`config.mk`:
```
export PLATFORM = sky130hd
export DESIGN_NAME = cpu_quiescence_state_tracker
export DESIGN_NICKNAME = d
export VERILOG_FILES = /design/src/rtl/core/qst_pkg.sv /design/src/rtl/core/qst_ram.sv /design/src/rtl/core/qst_ctrl.sv /design/src/rtl/core/qst_datapath.sv /design/src/rtl/core/cpu_quiescence_state_tracker.sv
export SDC_FILE = /design/constraint.sdc
export NUM_CORES = 1
export LEC_CHECK = 0
export BUFFER_PORTS_ARGS = -buffer_cell sky130_fd_sc_hd__buf_4
export CAP_MARGIN = 10
export CORE_ASPECT_RATIO = 0.7
export CORE_UTILIZATION = 56
export DETAILED_ROUTE_END_ITERATION = 10
export PLACE_DENSITY = 0.75
export SYNTH_ARGS = -nofsm -noshare
export SYNTH_HDL_FRONTEND = slang
export SYNTH_SLANG_ARGS = --single-unit
```
`constraint.sdc`:
```
create_clock -name clk_i -period 4.67 [get_ports clk_i]
set_input_delay 0.7005 -clock clk_i [delete_from_list [all_inputs] [get_ports clk_i]]
set_output_delay 0.7005 -clock clk_i [all_outputs]
set_load 0.02 [all_outputs]
```
`src/rtl/core/qst_pkg.sv`:
```
// Shared types, codes and constants of the CPU quiescence state tracker.
package qst_pkg;

  localparam int unsigned CPU_COUNT_DEF = 16;
  localparam longint unsigned STORE_COUNT_MAX_DEF = 64'd65535;

  localparam int unsigned OPCODE_W = 4;
  localparam int unsigned CPU_ID_W = 6;
  localparam int unsigned STATE_W = 3;
  localparam int unsigned PEND_W = 16;
  localparam int unsigned MASK_W = 16;
  localparam int unsigned ACT_CNT_W = 5;
  localparam int unsigned ACT_CNT_MAX = 31;

  typedef enum logic [OPCODE_W-1:0] {
    OP_HALT       = 4'd0,
    OP_WAIT       = 4'd1,
    OP_REQ_QUIES  = 4'd2,
    OP_SIGNAL     = 4'd3,
    OP_TRY_QUIES  = 4'd4,
    OP_ADD_STORE  = 4'd5,
    OP_DONE_STORE = 4'd6,
    OP_RESET      = 4'd7,
    OP_RESET_ALL  = 4'd8,
    OP_QUERY      = 4'd9
  } qst_opcode_e;

  typedef enum logic [1:0] {
    RUN_RUNNING  = 2'd0,
    RUN_HALTED   = 2'd1,
    RUN_WAITING  = 2'd2,
    RUN_QUIESCED = 2'd3
  } qst_run_e;

  // Reported state for a CPU number outside the configured range.
  localparam logic [STATE_W-1:0] CPU_STATE_RESET = 3'd4;

  // Commands from the controller to the datapath.
  typedef struct packed {
    logic capture;   // latch the incoming transaction
    logic rd_en;     // read the addressed CPU record
    logic exec;      // apply the opcode and write back
    logic load_out;  // move the result into the output register
  } qst_cmd_t;

endpackage

```
`src/rtl/core/qst_ram.sv`:
```
// Generic single-write, single-read RAM with registered read data.
module qst_ram #(
  parameter int unsigned Width = 8,
  parameter int unsigned Depth = 16,
  localparam int unsigned AddrW = (Depth > 1) ? $clog2(Depth) : 1
) (
  input  logic             clk_i,
  input  logic             we_i,
  input  logic [AddrW-1:0] waddr_i,
  input  logic [Width-1:0] wdata_i,
  input  logic             re_i,
  input  logic [AddrW-1:0] raddr_i,
  output logic [Width-1:0] rdata_o
);

  logic [Width-1:0] mem_q [Depth];
  logic [Width-1:0] rdata_q;

  always_ff @(posedge clk_i) begin
    if (we_i) begin
      mem_q[waddr_i] <= wdata_i;
    end
    if (re_i) begin
      rdata_q <= mem_q[raddr_i];
    end
  end

  assign rdata_o = rdata_q;

endmodule

```
`src/rtl/core/qst_ctrl.sv`:
```
// Controller state machine sequencing each transaction through the datapath.
module qst_ctrl
  import qst_pkg::*;
(
  input  logic     clk_i,
  input  logic     rst_ni,
  input  logic     in_valid_i,
  output logic     in_stall_o,
  output logic     out_valid_o,
  input  logic     out_stall_i,
  output qst_cmd_t cmd_o
);

  typedef enum logic [1:0] {
    S_IDLE,
    S_READ,
    S_EXEC,
    S_FINISH
  } state_e;

  state_e state_q;
  logic   out_valid_q;
  logic   slot_free;

  // The output register can take a new result when empty or being emptied.
  assign slot_free = !out_valid_q || !out_stall_i;

  always_ff @(posedge clk_i or negedge rst_ni) begin
    if (!rst_ni) begin
      state_q     <= S_IDLE;
      out_valid_q <= 1'b0;
    end else begin
      unique case (state_q)
        S_IDLE: begin
          if (in_valid_i) begin
            state_q <= S_READ;
          end
        end
        S_READ:  state_q <= S_EXEC;
        S_EXEC:  state_q <= S_FINISH;
        S_FINISH: begin
          if (slot_free) begin
            state_q <= S_IDLE;
          end
        end
        default: state_q <= S_IDLE;
      endcase

      if ((state_q == S_FINISH) && slot_free) begin
        out_valid_q <= 1'b1;
      end else if (!out_stall_i) begin
        out_valid_q <= 1'b0;
      end
    end
  end

  assign in_stall_o       = (state_q != S_IDLE);
  assign out_valid_o      = out_valid_q;
  assign cmd_o.capture    = (state_q == S_IDLE) && in_valid_i;
  assign cmd_o.rd_en      = (state_q == S_READ);
  assign cmd_o.exec       = (state_q == S_EXEC);
  assign cmd_o.load_out   = (state_q == S_FINISH) && slot_free;

endmodule

```
`src/rtl/core/qst_datapath.sv`:
```
// Datapath: CPU record store, shared masks, opcode update and result register.
module qst_datapath
  import qst_pkg::*;
#(
  parameter int unsigned     CPU_COUNT       = CPU_COUNT_DEF,
  parameter longint unsigned STORE_COUNT_MAX = STORE_COUNT_MAX_DEF
) (
  input  logic                 clk_i,
  input  logic                 rst_ni,
  input  qst_cmd_t             cmd_i,
  input  logic [OPCODE_W-1:0]  opcode_i,
  input  logic [CPU_ID_W-1:0]  cpu_id_i,
  input  logic                 flag_i,
  output logic                 cpu_valid_o,
  output logic [STATE_W-1:0]   cpu_state_o,
  output logic [PEND_W-1:0]    pending_stores_o,
  output logic                 is_halted_o,
  output logic                 is_waiting_o,
  output logic                 is_quiescent_o,
  output logic [MASK_W-1:0]    active_mask_o,
  output logic [ACT_CNT_W-1:0] active_count_o,
  output logic                 store_underflow_o
);

  localparam int unsigned IdxW = (CPU_COUNT > 1) ? $clog2(CPU_COUNT) : 1;
  localparam int unsigned CntW = $clog2(STORE_COUNT_MAX + 64'd1);
  localparam int unsigned RecW = CntW + 3;
  localparam int unsigned PopW = $clog2(CPU_COUNT + 1);
  localparam logic [CntW-1:0] CntMax = CntW'(STORE_COUNT_MAX);

  // Latched transaction.
  qst_opcode_e        op_q;
  logic [IdxW-1:0]    idx_q;
  logic               valid_q;
  logic               flag_q;

  // Per-CPU state held in flip-flops.
  logic [CPU_COUNT-1:0] halted_q, halted_d;
  logic [CPU_COUNT-1:0] waiting_q, waiting_d;
  logic [CPU_COUNT-1:0] rec_valid_q, rec_valid_d;

  // Result of the execute step, held until the output register takes it.
  logic               res_valid_q;
  logic [STATE_W-1:0] res_state_q;
  logic [PEND_W-1:0]  res_pend_q;
  logic               res_halted_q;
  logic               res_waiting_q;
  logic               res_quies_q;
  logic               res_uflow_q;

  // Output register.
  logic                 out_cpu_valid_q;
  logic [STATE_W-1:0]   out_state_q;
  logic [PEND_W-1:0]    out_pend_q;
  logic                 out_halted_q;
  logic                 out_waiting_q;
  logic                 out_quies_q;
  logic [MASK_W-1:0]    out_mask_q;
  logic [ACT_CNT_W-1:0] out_count_q;
  logic                 out_uflow_q;

  logic [RecW-1:0] rdata;
  logic [RecW-1:0] wdata;
  logic            ram_we;

  qst_run_e        st_old, st_new;
  logic            drain_old, drain_new;
  logic [CntW-1:0] cnt_old, cnt_new;
  logic            h_new, w_new, uflow;

  logic [CPU_COUNT-1:0] active;
  logic [PopW-1:0]      pop;
  logic [ACT_CNT_W-1:0] pop_sat;

  qst_ram #(
    .Width (RecW),
    .Depth (CPU_COUNT)
  ) u_rec_ram (
    .clk_i   (clk_i),
    .we_i    (ram_we),
    .waddr_i (idx_q),
    .wdata_i (wdata),
    .re_i    (cmd_i.rd_en),
    .raddr_i (idx_q),
    .rdata_o (rdata)
  );

  always_ff @(posedge clk_i) begin
    if (cmd_i.capture) begin
      op_q    <= qst_opcode_e'(opcode_i);
      idx_q   <= IdxW'(cpu_id_i);
      valid_q <= (32'(cpu_id_i) < CPU_COUNT);
      flag_q  <= flag_i;
    end
  end

  // A record never written since reset reads as running, no drain, no stores.
  always_comb begin
    if (rec_valid_q[idx_q]) begin
      st_old    = qst_run_e'(rdata[RecW-1 -: 2]);
      drain_old = rdata[CntW];
      cnt_old   = rdata[CntW-1:0];
    end else begin
      st_old    = RUN_RUNNING;
      drain_old = 1'b0;
      cnt_old   = '0;
    end
  end

  always_comb begin
    st_new    = st_old;
    drain_new = drain_old;
    cnt_new   = cnt_old;
    h_new     = halted_q[idx_q];
    w_new     = waiting_q[idx_q];
    uflow     = 1'b0;
    unique case (op_q)
      OP_HALT: begin
        h_new  = flag_q;
        st_new = flag_q ? RUN_HALTED : RUN_RUNNING;
      end
      OP_WAIT: begin
        w_new = flag_q;
        if (flag_q && (st_old == RUN_RUNNING)) begin
          st_new = RUN_WAITING;
        end else if (!flag_q && (st_old == RUN_WAITING)) begin
          st_new = RUN_RUNNING;
        end
      end
      OP_REQ_QUIES: drain_new = 1'b1;
      OP_SIGNAL: begin
        st_new    = RUN_QUIESCED;
        drain_new = 1'b0;
      end
      OP_TRY_QUIES: begin
        if (cnt_old == '0) begin
          st_new = RUN_QUIESCED;
        end
      end
      OP_ADD_STORE: begin
        if (cnt_old < CntMax) begin
          cnt_new = cnt_old + CntW'(1);
        end
      end
      OP_DONE_STORE: begin
        if (cnt_old == '0) begin
          uflow = 1'b1;
        end else begin
          cnt_new = cnt_old - CntW'(1);
          if ((cnt_old == CntW'(1)) && drain_old) begin
            st_new    = RUN_QUIESCED;
            drain_new = 1'b0;
          end
        end
      end
      OP_RESET, OP_RESET_ALL: begin
        st_new    = RUN_RUNNING;
        drain_new = 1'b0;
        cnt_new   = '0;
        h_new     = 1'b0;
        w_new     = 1'b0;
      end
      default: ;
    endcase
  end

  assign wdata  = {st_new, drain_new, cnt_new};
  assign ram_we = cmd_i.exec && valid_q && (op_q != OP_RESET_ALL);

  always_comb begin
    halted_d    = halted_q;
    waiting_d   = waiting_q;
    rec_valid_d = rec_valid_q;
    if (cmd_i.exec) begin
      if (op_q == OP_RESET_ALL) begin
        halted_d    = '0;
        waiting_d   = '0;
        rec_valid_d = '0;
      end else if (valid_q) begin
        halted_d[idx_q]    = h_new;
        waiting_d[idx_q]   = w_new;
        rec_valid_d[idx_q] = 1'b1;
      end
    end
  end

  always_ff @(posedge clk_i or negedge rst_ni) begin
    if (!rst_ni) begin
      halted_q    <= '0;
      waiting_q   <= '0;
      rec_valid_q <= '0;
    end else begin
      halted_q    <= halted_d;
      waiting_q   <= waiting_d;
      rec_valid_q <= rec_valid_d;
    end
  end

  always_ff @(posedge clk_i) begin
    if (cmd_i.exec) begin
      res_valid_q <= valid_q;
      if (valid_q) begin
        res_state_q   <= {1'b0, st_new};
        res_pend_q    <= PEND_W'(cnt_new);
        res_halted_q  <= h_new;
        res_waiting_q <= w_new;
        res_quies_q   <= (st_new == RUN_QUIESCED) && (cnt_new == '0);
        res_uflow_q   <= uflow;
      end else begin
        res_state_q   <= CPU_STATE_RESET;
        res_pend_q    <= '0;
        res_halted_q  <= 1'b0;
        res_waiting_q <= 1'b0;
        res_quies_q   <= 1'b0;
        res_uflow_q   <= 1'b0;
      end
    end
  end

  // Active CPUs and their count, taken from the masks after the update.
  assign active = ~(halted_q | waiting_q);

  always_comb begin
    pop = '0;
    for (int i = 0; i < CPU_COUNT; i++) begin
      pop = pop + PopW'(active[i]);
    end
    if (32'(pop) > ACT_CNT_MAX) begin
      pop_sat = ACT_CNT_W'(ACT_CNT_MAX);
    end else begin
      pop_sat = ACT_CNT_W'(pop);
    end
  end

  always_ff @(posedge clk_i) begin
    if (cmd_i.load_out) begin
      out_cpu_valid_q <= res_valid_q;
      out_state_q     <= res_state_q;
      out_pend_q      <= res_pend_q;
      out_halted_q    <= res_halted_q;
      out_waiting_q   <= res_waiting_q;
      out_quies_q     <= res_quies_q;
      out_mask_q      <= MASK_W'(active);
      out_count_q     <= pop_sat;
      out_uflow_q     <= res_uflow_q;
    end
  end

  assign cpu_valid_o       = out_cpu_valid_q;
  assign cpu_state_o       = out_state_q;
  assign pending_stores_o  = out_pend_q;
  assign is_halted_o       = out_halted_q;
  assign is_waiting_o      = out_waiting_q;
  assign is_quiescent_o    = out_quies_q;
  assign active_mask_o     = out_mask_q;
  assign active_count_o    = out_count_q;
  assign store_underflow_o = out_uflow_q;

endmodule

```
`src/rtl/core/cpu_quiescence_state_tracker.sv`:
```
// Top level of the CPU quiescence state tracker: controller plus datapath.
//
//   Channel  | Direction | Handshake                 | Payload
//   ---------+-----------+---------------------------+-----------------------------------
//   input    | in        | in_valid_i / in_stall_o   | opcode_i, cpu_id_i, flag_i
//   result   | out       | out_valid_o / out_stall_i | cpu_valid_o .. store_underflow_o
//
// A transaction is captured at its accepting edge and then passes through a record
// read, an execute step with write-back and a load step, which moves its result into
// the output register. The input stalls until that load is done and the controller
// is idle again, so a new transaction is never taken before the last one is through;
// the pace is set by the registered read of the per-CPU record RAM and the write-back
// that precedes the load of the result.
// An asynchronous active-low reset clears the controller, the halted and waiting
// masks and the per-record valid bits; the record RAM itself is not swept.
// While a result waits in the output register the next transaction is still
// accepted and processed, and it holds in its final step until the register frees.
//
// Every CPU keeps a run state, a drain-request flag and a pending-store count in a
// small RAM, one word per CPU, while the halted and waiting masks live in
// flip-flops so that the active mask is always at hand. A record whose valid bit is
// clear reads as the reset record (running, no drain, no stores), which lets the
// reset-all opcode clear every CPU at once by dropping the valid bits.
// A CPU number at or above the CPU count leaves all state untouched, except for
// reset-all, and reports the reset state with the per-CPU fields at zero.
module cpu_quiescence_state_tracker
  import qst_pkg::*;
#(
  parameter int unsigned     CPU_COUNT       = CPU_COUNT_DEF,
  parameter longint unsigned STORE_COUNT_MAX = STORE_COUNT_MAX_DEF
) (
  input  logic                 clk_i,
  input  logic                 rst_ni,
  input  logic                 in_valid_i,
  output logic                 in_stall_o,
  input  logic [OPCODE_W-1:0]  opcode_i,
  input  logic [CPU_ID_W-1:0]  cpu_id_i,
  input  logic                 flag_i,
  output logic                 out_valid_o,
  input  logic                 out_stall_i,
  output logic                 cpu_valid_o,
  output logic [STATE_W-1:0]   cpu_state_o,
  output logic [PEND_W-1:0]    pending_stores_o,
  output logic                 is_halted_o,
  output logic                 is_waiting_o,
  output logic                 is_quiescent_o,
  output logic [MASK_W-1:0]    active_mask_o,
  output logic [ACT_CNT_W-1:0] active_count_o,
  output logic                 store_underflow_o
);

  // Command bundle from the sequencer to the datapath.
  qst_cmd_t cmd;

  qst_ctrl u_ctrl (
    .clk_i       (clk_i),
    .rst_ni      (rst_ni),
    .in_valid_i  (in_valid_i),
    .in_stall_o  (in_stall_o),
    .out_valid_o (out_valid_o),
    .out_stall_i (out_stall_i),
    .cmd_o       (cmd)
  );

  qst_datapath #(
    .CPU_COUNT       (CPU_COUNT),
    .STORE_COUNT_MAX (STORE_COUNT_MAX)
  ) u_datapath (
    .clk_i             (clk_i),
    .rst_ni            (rst_ni),
    .cmd_i             (cmd),
    .opcode_i          (opcode_i),
    .cpu_id_i          (cpu_id_i),
    .flag_i            (flag_i),
    .cpu_valid_o       (cpu_valid_o),
    .cpu_state_o       (cpu_state_o),
    .pending_stores_o  (pending_stores_o),
    .is_halted_o       (is_halted_o),
    .is_waiting_o      (is_waiting_o),
    .is_quiescent_o    (is_quiescent_o),
    .active_mask_o     (active_mask_o),
    .active_count_o    (active_count_o),
    .store_underflow_o (store_underflow_o)
  );

endmodule

```
# Word-level counts from Yosys, hierarchy flattened

Memory sizes are Yosys's and may differ from the RTL's. A register that Yosys moved wholly into a read port is not among the register bits.
Cells that the tools add are included.

Equal/unequal tests: 18
$lt $le $gt $ge: 4
Bitwise operators: 3
Add/sub/neg operators: 17
Muxes and demuxes: 43
Reductions and logical operators: 25

Operators by type and width:

| operator                | number |
|---|---|
| $mux W16                | 9 |
| $add A5 B1 Y5           | 14 |
| $pmux W16 S3            | 1 |
| $bwmux W16              | 2 |
| $logic_not A16 Y1       | 2 |
| $or A16 B16 Y16         | 2 |
| $add A16 B1 Y16 const B | 1 |
| $eq A16 B1 Y1 const B   | 1 |
| $eq A4 B3 Y1 const B    | 4 |
| $lt A16 B16 Y1 const B  | 1 |
| $mux W2                 | 8 |
| $not A16 Y16            | 1 |
| $sub A16 B1 Y16 const B | 1 |
| $mux W1                 | 13 |
| $bmux W1 S4             | 3 |
| $pmux W2 S6             | 1 |
| $logic_and A1 B1 Y1     | 9 |
| $eq A2 B2 Y1 const B    | 4 |
| $eq A4 B2 Y1 const B    | 2 |
| $pmux W2 S4             | 1 |
| $lt A6 B5 Y1 const B    | 1 |
| $reduce_and A2 Y1       | 3 |
| $lt A4 B5 Y1 const B    | 1 |
| $demux W1 S4            | 1 |
| 18 further kinds        | 24 |

Memories kept: 1
Input port bits: 15
Memory bits (writable): 304
Word-level logic and storage cells: 137
Bits in registers: 130

Memory list:

| memory                     | words | bits a word | read ports | clocked after Yosys merged registers in | write ports | RTL line      | source |
|---|---|---|---|---|---|---|---|
| u_datapath.u_rec_ram.mem_q | 16    | 19          | 1          | 1                                       | 1           | qst_ram.sv:16 | `logic [Width-1:0] mem_q [Depth];` |

# Longest topological paths before layout

Word-level depth: 17
Mapped depth: 17
Gate-level depth less buffers: 14

# By module

From an unflattened synthesis, not the netlist that was laid out.

Cells, all modules: 1,177
Area total of the unflattened synthesis: 19,180.9 um^2

By module, submodules not included:

| module       | cells an instance | sequential area each (um^2) | instances | area each (um^2) |
|---|---|---|---|---|
| qst_ram      | 507               | 9,699.3                     | 1         | 12,036.5 |
| qst_datapath | 651               | 3,573.4                     | 1         | 6,919.1 |
| qst_ctrl     | 19                | 75.1                        | 1         | 225.2 |

# Worst setup path before layout

OpenSTA, ideal clock, no wires.

Kind: input to register
Start: input out_stall_i
End: register u_datapath.out_count_q[0] (netlist: u_datapath.active_count_o[0]) (enable)
Setup time: 0.516 ns
Data required time: 4.154 ns
Slack: 0.145 ns
Data arrival time: 4.008 ns
Stages: 1
Buffers on the path: 0
Path through: a21boi_0

Word-level cells in the longest chain between the ends: 3

Ends and longest elaborated chain:

| item                 | RTL line                           | source |
|---|---|---|
| start, declared      | cpu_quiescence_state_tracker.sv:40 | `input logic out_stall_i,` |
| $logic_not A1 Y1     | qst_ctrl.sv:26                     | `assign slot_free = !out_valid_q \|\| !out_stall_i;` |
| $logic_or A1 B1 Y1   | qst_ctrl.sv:26                     |  |
| $logic_and A1 B1 Y1  | qst_ctrl.sv:62                     | `assign cmd_o.load_out = (state_q == S_FINISH) && slot_free;` |
| end signal, assigned | qst_datapath.sv:244                | `out_count_q <= pop_sat;` |
| end, declared        | qst_datapath.sv:59                 | `logic [ACT_CNT_W-1:0] out_count_q;` |

Every way passes these cells.
A chain may end at the register's enable or synchronous reset.

# Worst setup path in the final report

Start: register u_datapath.waiting_q[1]
End: register u_datapath.out_count_q[4] (netlist: u_datapath.active_count_o[4]) (data pin)

Word-level cells in the longest chain between the ends: 17

Ends and longest elaborated chain:

| item                           | RTL line            | source |
|---|---|---|
| start, declared                | qst_datapath.sv:39  | `logic [CPU_COUNT-1:0] waiting_q, waiting_d;` |
| start signal, assigned         | qst_datapath.sv:194 | `waiting_q <= waiting_d;` |
| $or A16 B16 Y16                | qst_datapath.sv:221 | `assign active = ~(halted_q \| waiting_q);` |
| $not A16 Y16                   | qst_datapath.sv:221 |  |
| named net u_datapath.active[1] | qst_datapath.sv:71  | `logic [CPU_COUNT-1:0] active;` |
| $add A1 B1 Y2                  | qst_datapath.sv:226 | `pop = pop + PopW'(active[i]);` |
| $add A5 B1 Y5 (14 in a row)    | qst_datapath.sv:226 |  |
| named net u_datapath.pop[4]    | qst_datapath.sv:72  | `logic [PopW-1:0] pop;` |

The timed path passes the listed nets, and every way through them passes these cells.

==> flow_metrics.tcl <==
set metrics [dict create \
    fin_crit_sh 0.945 \
    grt_max_degree 52 \
    synth_top_area_frac 0.631 \
    grtUsageMet1 0.398 \
    power_density_nw_per_um2 556 \
    drive_gt1_frac 0.266 \
    path_max_fanout 3 \
    antenna_found_initial 0 \
    reg2reg_from "u_datapath.waiting_q[1]$_DFFE_PN0P_" \
    grt_pass1_vias 10700 \
    synth_cell_type_count 77 \
    crit_path_frequent_cell "fa_1" \
    die-area_um2 34900 \
    syn_to_final_growth_pct 13.6 \
    worst_pin_slew_ns 1.29 \
    wirelength_um 44900 \
    ys_warn_count 0 \
    ir_drop_mv 0.370 \
    io_pins 62 \
    place_ws_ns 0.298 \
    finalWorstSetupSlack_ns 0.255 \
    met2_usage 0.388 \
    final_cell_area_um2 21800 \
    vias 11000 \
    avgRoutedWirePerCell_um 26.8 \
    clk_path_buf_depth 3 \
    ys_ff_latch 453 \
    cpPeakStageDelay_ns 0.55 \
    grt_overflow 0 \
    clk_pin_slew_ns 0.07 \
    rsz0062_at_grt "false" \
    rows 56 \
    numCtsBuffers 42 \
    clock_skew_ns 0.0268 \
    dieWidth_um 223 \
    initial_core_util 0.570 \
    fmax_mhz 226 \
    port_buffers 61 \
    maxCapViolations 0 \
    cts_tree "yes" \
    nets 1247 \
    required_ns 4.97 \
    grt_use_met3 0.0695 \
    fin_cells 1676 \
    cp_slowest_cell "fa_1" \
    clk_latency_ns 0.56 \
    grt_pass1_wl_um 67800 \
    period_needed_ns 4.42 \
    htree_levels 2 \
    status "finished, final reports clean" \
    yosys.area.top_type "edfxtp_1" \
    synth_area_um2 19100 \
    synth.avg_cell_area_um2 17.2 \
    synth_area_leaders "edfxtp_1 (63%), mux4_2 (12%), dfrtp_1 (6.7%)" \
    core_um2 33600 \
    slew_headroom 0.143 \
    report.final.slew_viol_count 0 \
    vias_per_cell 6.55 \
    fin_setup_tns_ns 0 \
    cp.arrival_ns 4.72 \
    dr.pass1.iters 7 \
    place.gp.congestion 1.00 \
    hold-worst-slack_ns 0.163 \
    yosys_most_used_dff "edfxtp_1" \
    postPlaceCellArea_um2 20400 \
    crit_family "adder cells" \
    worst-setup-path-type "reg2reg" \
    final_hold_viol_count 0 \
    syn_inst 1113 \
    hold_class "in2async" \
    grt_usage 0.267 \
    synthArstFlopShare 0.113 \
    startpoint_type "flop" \
    synthesis.nets 1151 \
    critical_path.endpoint_type "flop" \
    synth-seq-area-share 0.697 \
    cts_num_sinks 453 \
    p_leak_nw 7.47 \
    root_buffer "clkbuf_16" \
    synth_edf_count 402 \
    drc 0 \
    ant_nets 0 \
    cts_setup_buffers 0 \
    drt_iter0_drc 1418 \
    grt_busiest_layer "met1" \
    dp_hpwl_um 27200 \
    setup_viol 0 \
    worstPathCellList "nor2_1 -> ha_1 -> inv_1 -> fa_1 -> inv_1 -> fa_1 -> fa_1 -> inv_1 -> fa_1 -> inv_1 -> fa_1 -> fa_1 -> a21oi_1 -> nor2b_1" \
    crit_buf_inv 4 \
    place_inst 1600 \
    critPathLaunch "u_datapath.waiting_q[1]$_DFFE_PN0P_" \
    die_y_um 157 \
]
==> registers in the layout, indices dropped and copies added (netlist names), 2 cells and up <==
| register | flops |
|---|---|
| u_datapath.u_rec_ram.mem_q | 304 |
| u_datapath.active_mask_o | 16 |
| u_ctrl.state_q | 2 |
| u_datapath.halted_q | 16 |
| u_datapath.waiting_q | 16 |
| u_datapath.op_q | 4 |
| u_datapath.res_state_q | 3 |
| u_datapath.u_rec_ram.rdata_o | 19 |
| u_datapath.cpu_state_o | 3 |
| u_datapath.res_pend_q | 16 |
| u_datapath.rec_valid_q | 16 |
| u_datapath.pending_stores_o | 16 |
| u_datapath.idx_q | 4 |
| u_datapath.active_count_o | 5 |
==> area by class of cell <==
class / instances / area [um2]
Clock buffer: 57 / 1150
Fill cell: 2259 / 11800
Sequential cell: 453 / 13300
Multi-Input combinational cell: 560 / 5480
Inverter: 36 / 135
Antenna cell: 1 / 2.50
Timing Repair Buffer: 116 / 896
Tap cell: 435 / 544
Clock inverter: 18 / 198
==> routing by layer <==
metal,up-vias,wire length [um]
li1,4646,-
met1,5608,19200
met2,635,19800
met3,93,4640
met4,0,1260
met5,-,0
==> synth_stat cells (all sizes together), types with 10 or more instances <==
cell type	instances
o21ai	45
and2	17
nor3	15
nand4	11
mux2i	11
nand3	47
buf	25
dfrtp	51
nor4	10
clkbuf	39
mux4	107
fa	10
edfxtp	402
ha	13
nand2	47
nor2	54
a21oi	24
a21o	22
inv	35
or2	13
==> kinds of logic after synthesis <==
| family | count (synthesis) | share of synthesized area |
|---|---|---|
| compound gates | 156 | 0.0568 |
| mux | 120 | 0.133 |
| flops | 453 | 0.697 |
| xor+xnor | 6 | 0.00275 |
| fa+ha+maj | 23 | 0.0190 |
| simple gates | 255 | 0.0702 |
| buf+inv | 100 | 0.0210 |
==> where the power goes <==
part	leakage (nW)	internal [W]	switching [W]
clock	0.656	0.00191	0.00147
sequential	4.36	0.00535	0.000334
combinational	2.45	0.00119	0.00186
==> final timing paths <==
check	endpoint	slack, ns	cells past startpoint
worst max-delay path	u_datapath.active_count_o[4]$_DFFE_PP_	0.25	14
worst min-delay path	u_datapath.rec_valid_q[0]$_DFFE_PN0P_	0.16	1
worst max register to register	u_datapath.active_count_o[4]$_DFFE_PP_	0.25	14
worst min register to register	u_datapath.pending_stores_o[9]$_DFFE_PP_	0.41	0
max in group asynchronous	u_datapath.waiting_q[11]$_DFFE_PN0P_	4.06	1
min in group clk_i	u_datapath.op_q[1]$_DFFE_PP_	0.33	1
==> worst reg2reg max path, cell delays in order, from the launching register on <==
cell and delay, ns:
dfrtp_1 0.38, nor2_1 0.08, ha_1 0.27, inv_1 0.05, fa_1 0.53, inv_1 0.06, fa_1 0.50, fa_1 0.55
inv_1 0.06, fa_1 0.54, inv_1 0.06, fa_1 0.46, fa_1 0.42, a21oi_1 0.16, nor2b_1 0.06
==> per-stage QoR <==
stage	utilization	total power, W
final	0.648	0.0121
after global routing	0.648	0.0126
after CTS	0.648	0.0121
after detailed placement	0.608	0.00874
after global placement	0.608	0.00866
after floorplan	-	0.00768
==> what timing repair did <==
| item | in CTS | in global routing |
|---|---|---|
| endpoints found under the hold margin | 0 | 0 |
| endpoints found under the setup margin | 0 | 17 |
| resized for setup | 0 | 3 |
| hold buffers | 0 | 0 |
==> cell usage in the layout (no fill, tap or decap), types with 5 or more instances in the layout <==
master       n
mux4_2     106
nor2_1      38
clkbuf_16   42
inv_1       33
edfxtp_1   402
a21o_1      22
buf_4      114
nor4_1       9
clkinv_2     5
nand2b_1     5
fa_1        10
or4_1        7
ha_1        13
dfrtp_1     51
a21oi_1     23
a31oi_1      9
nor2_2      16
nor3_1      15
nand2_1     46
clkinv_1     6
and2_1      17
mux2i_1     11
or2_2       12
nand4_1     11
nor2b_1      6
o21ai_0     43
clkbuf_1    11
nand3_1     47
Note: power is estimated with default switching activity, not from simulation.
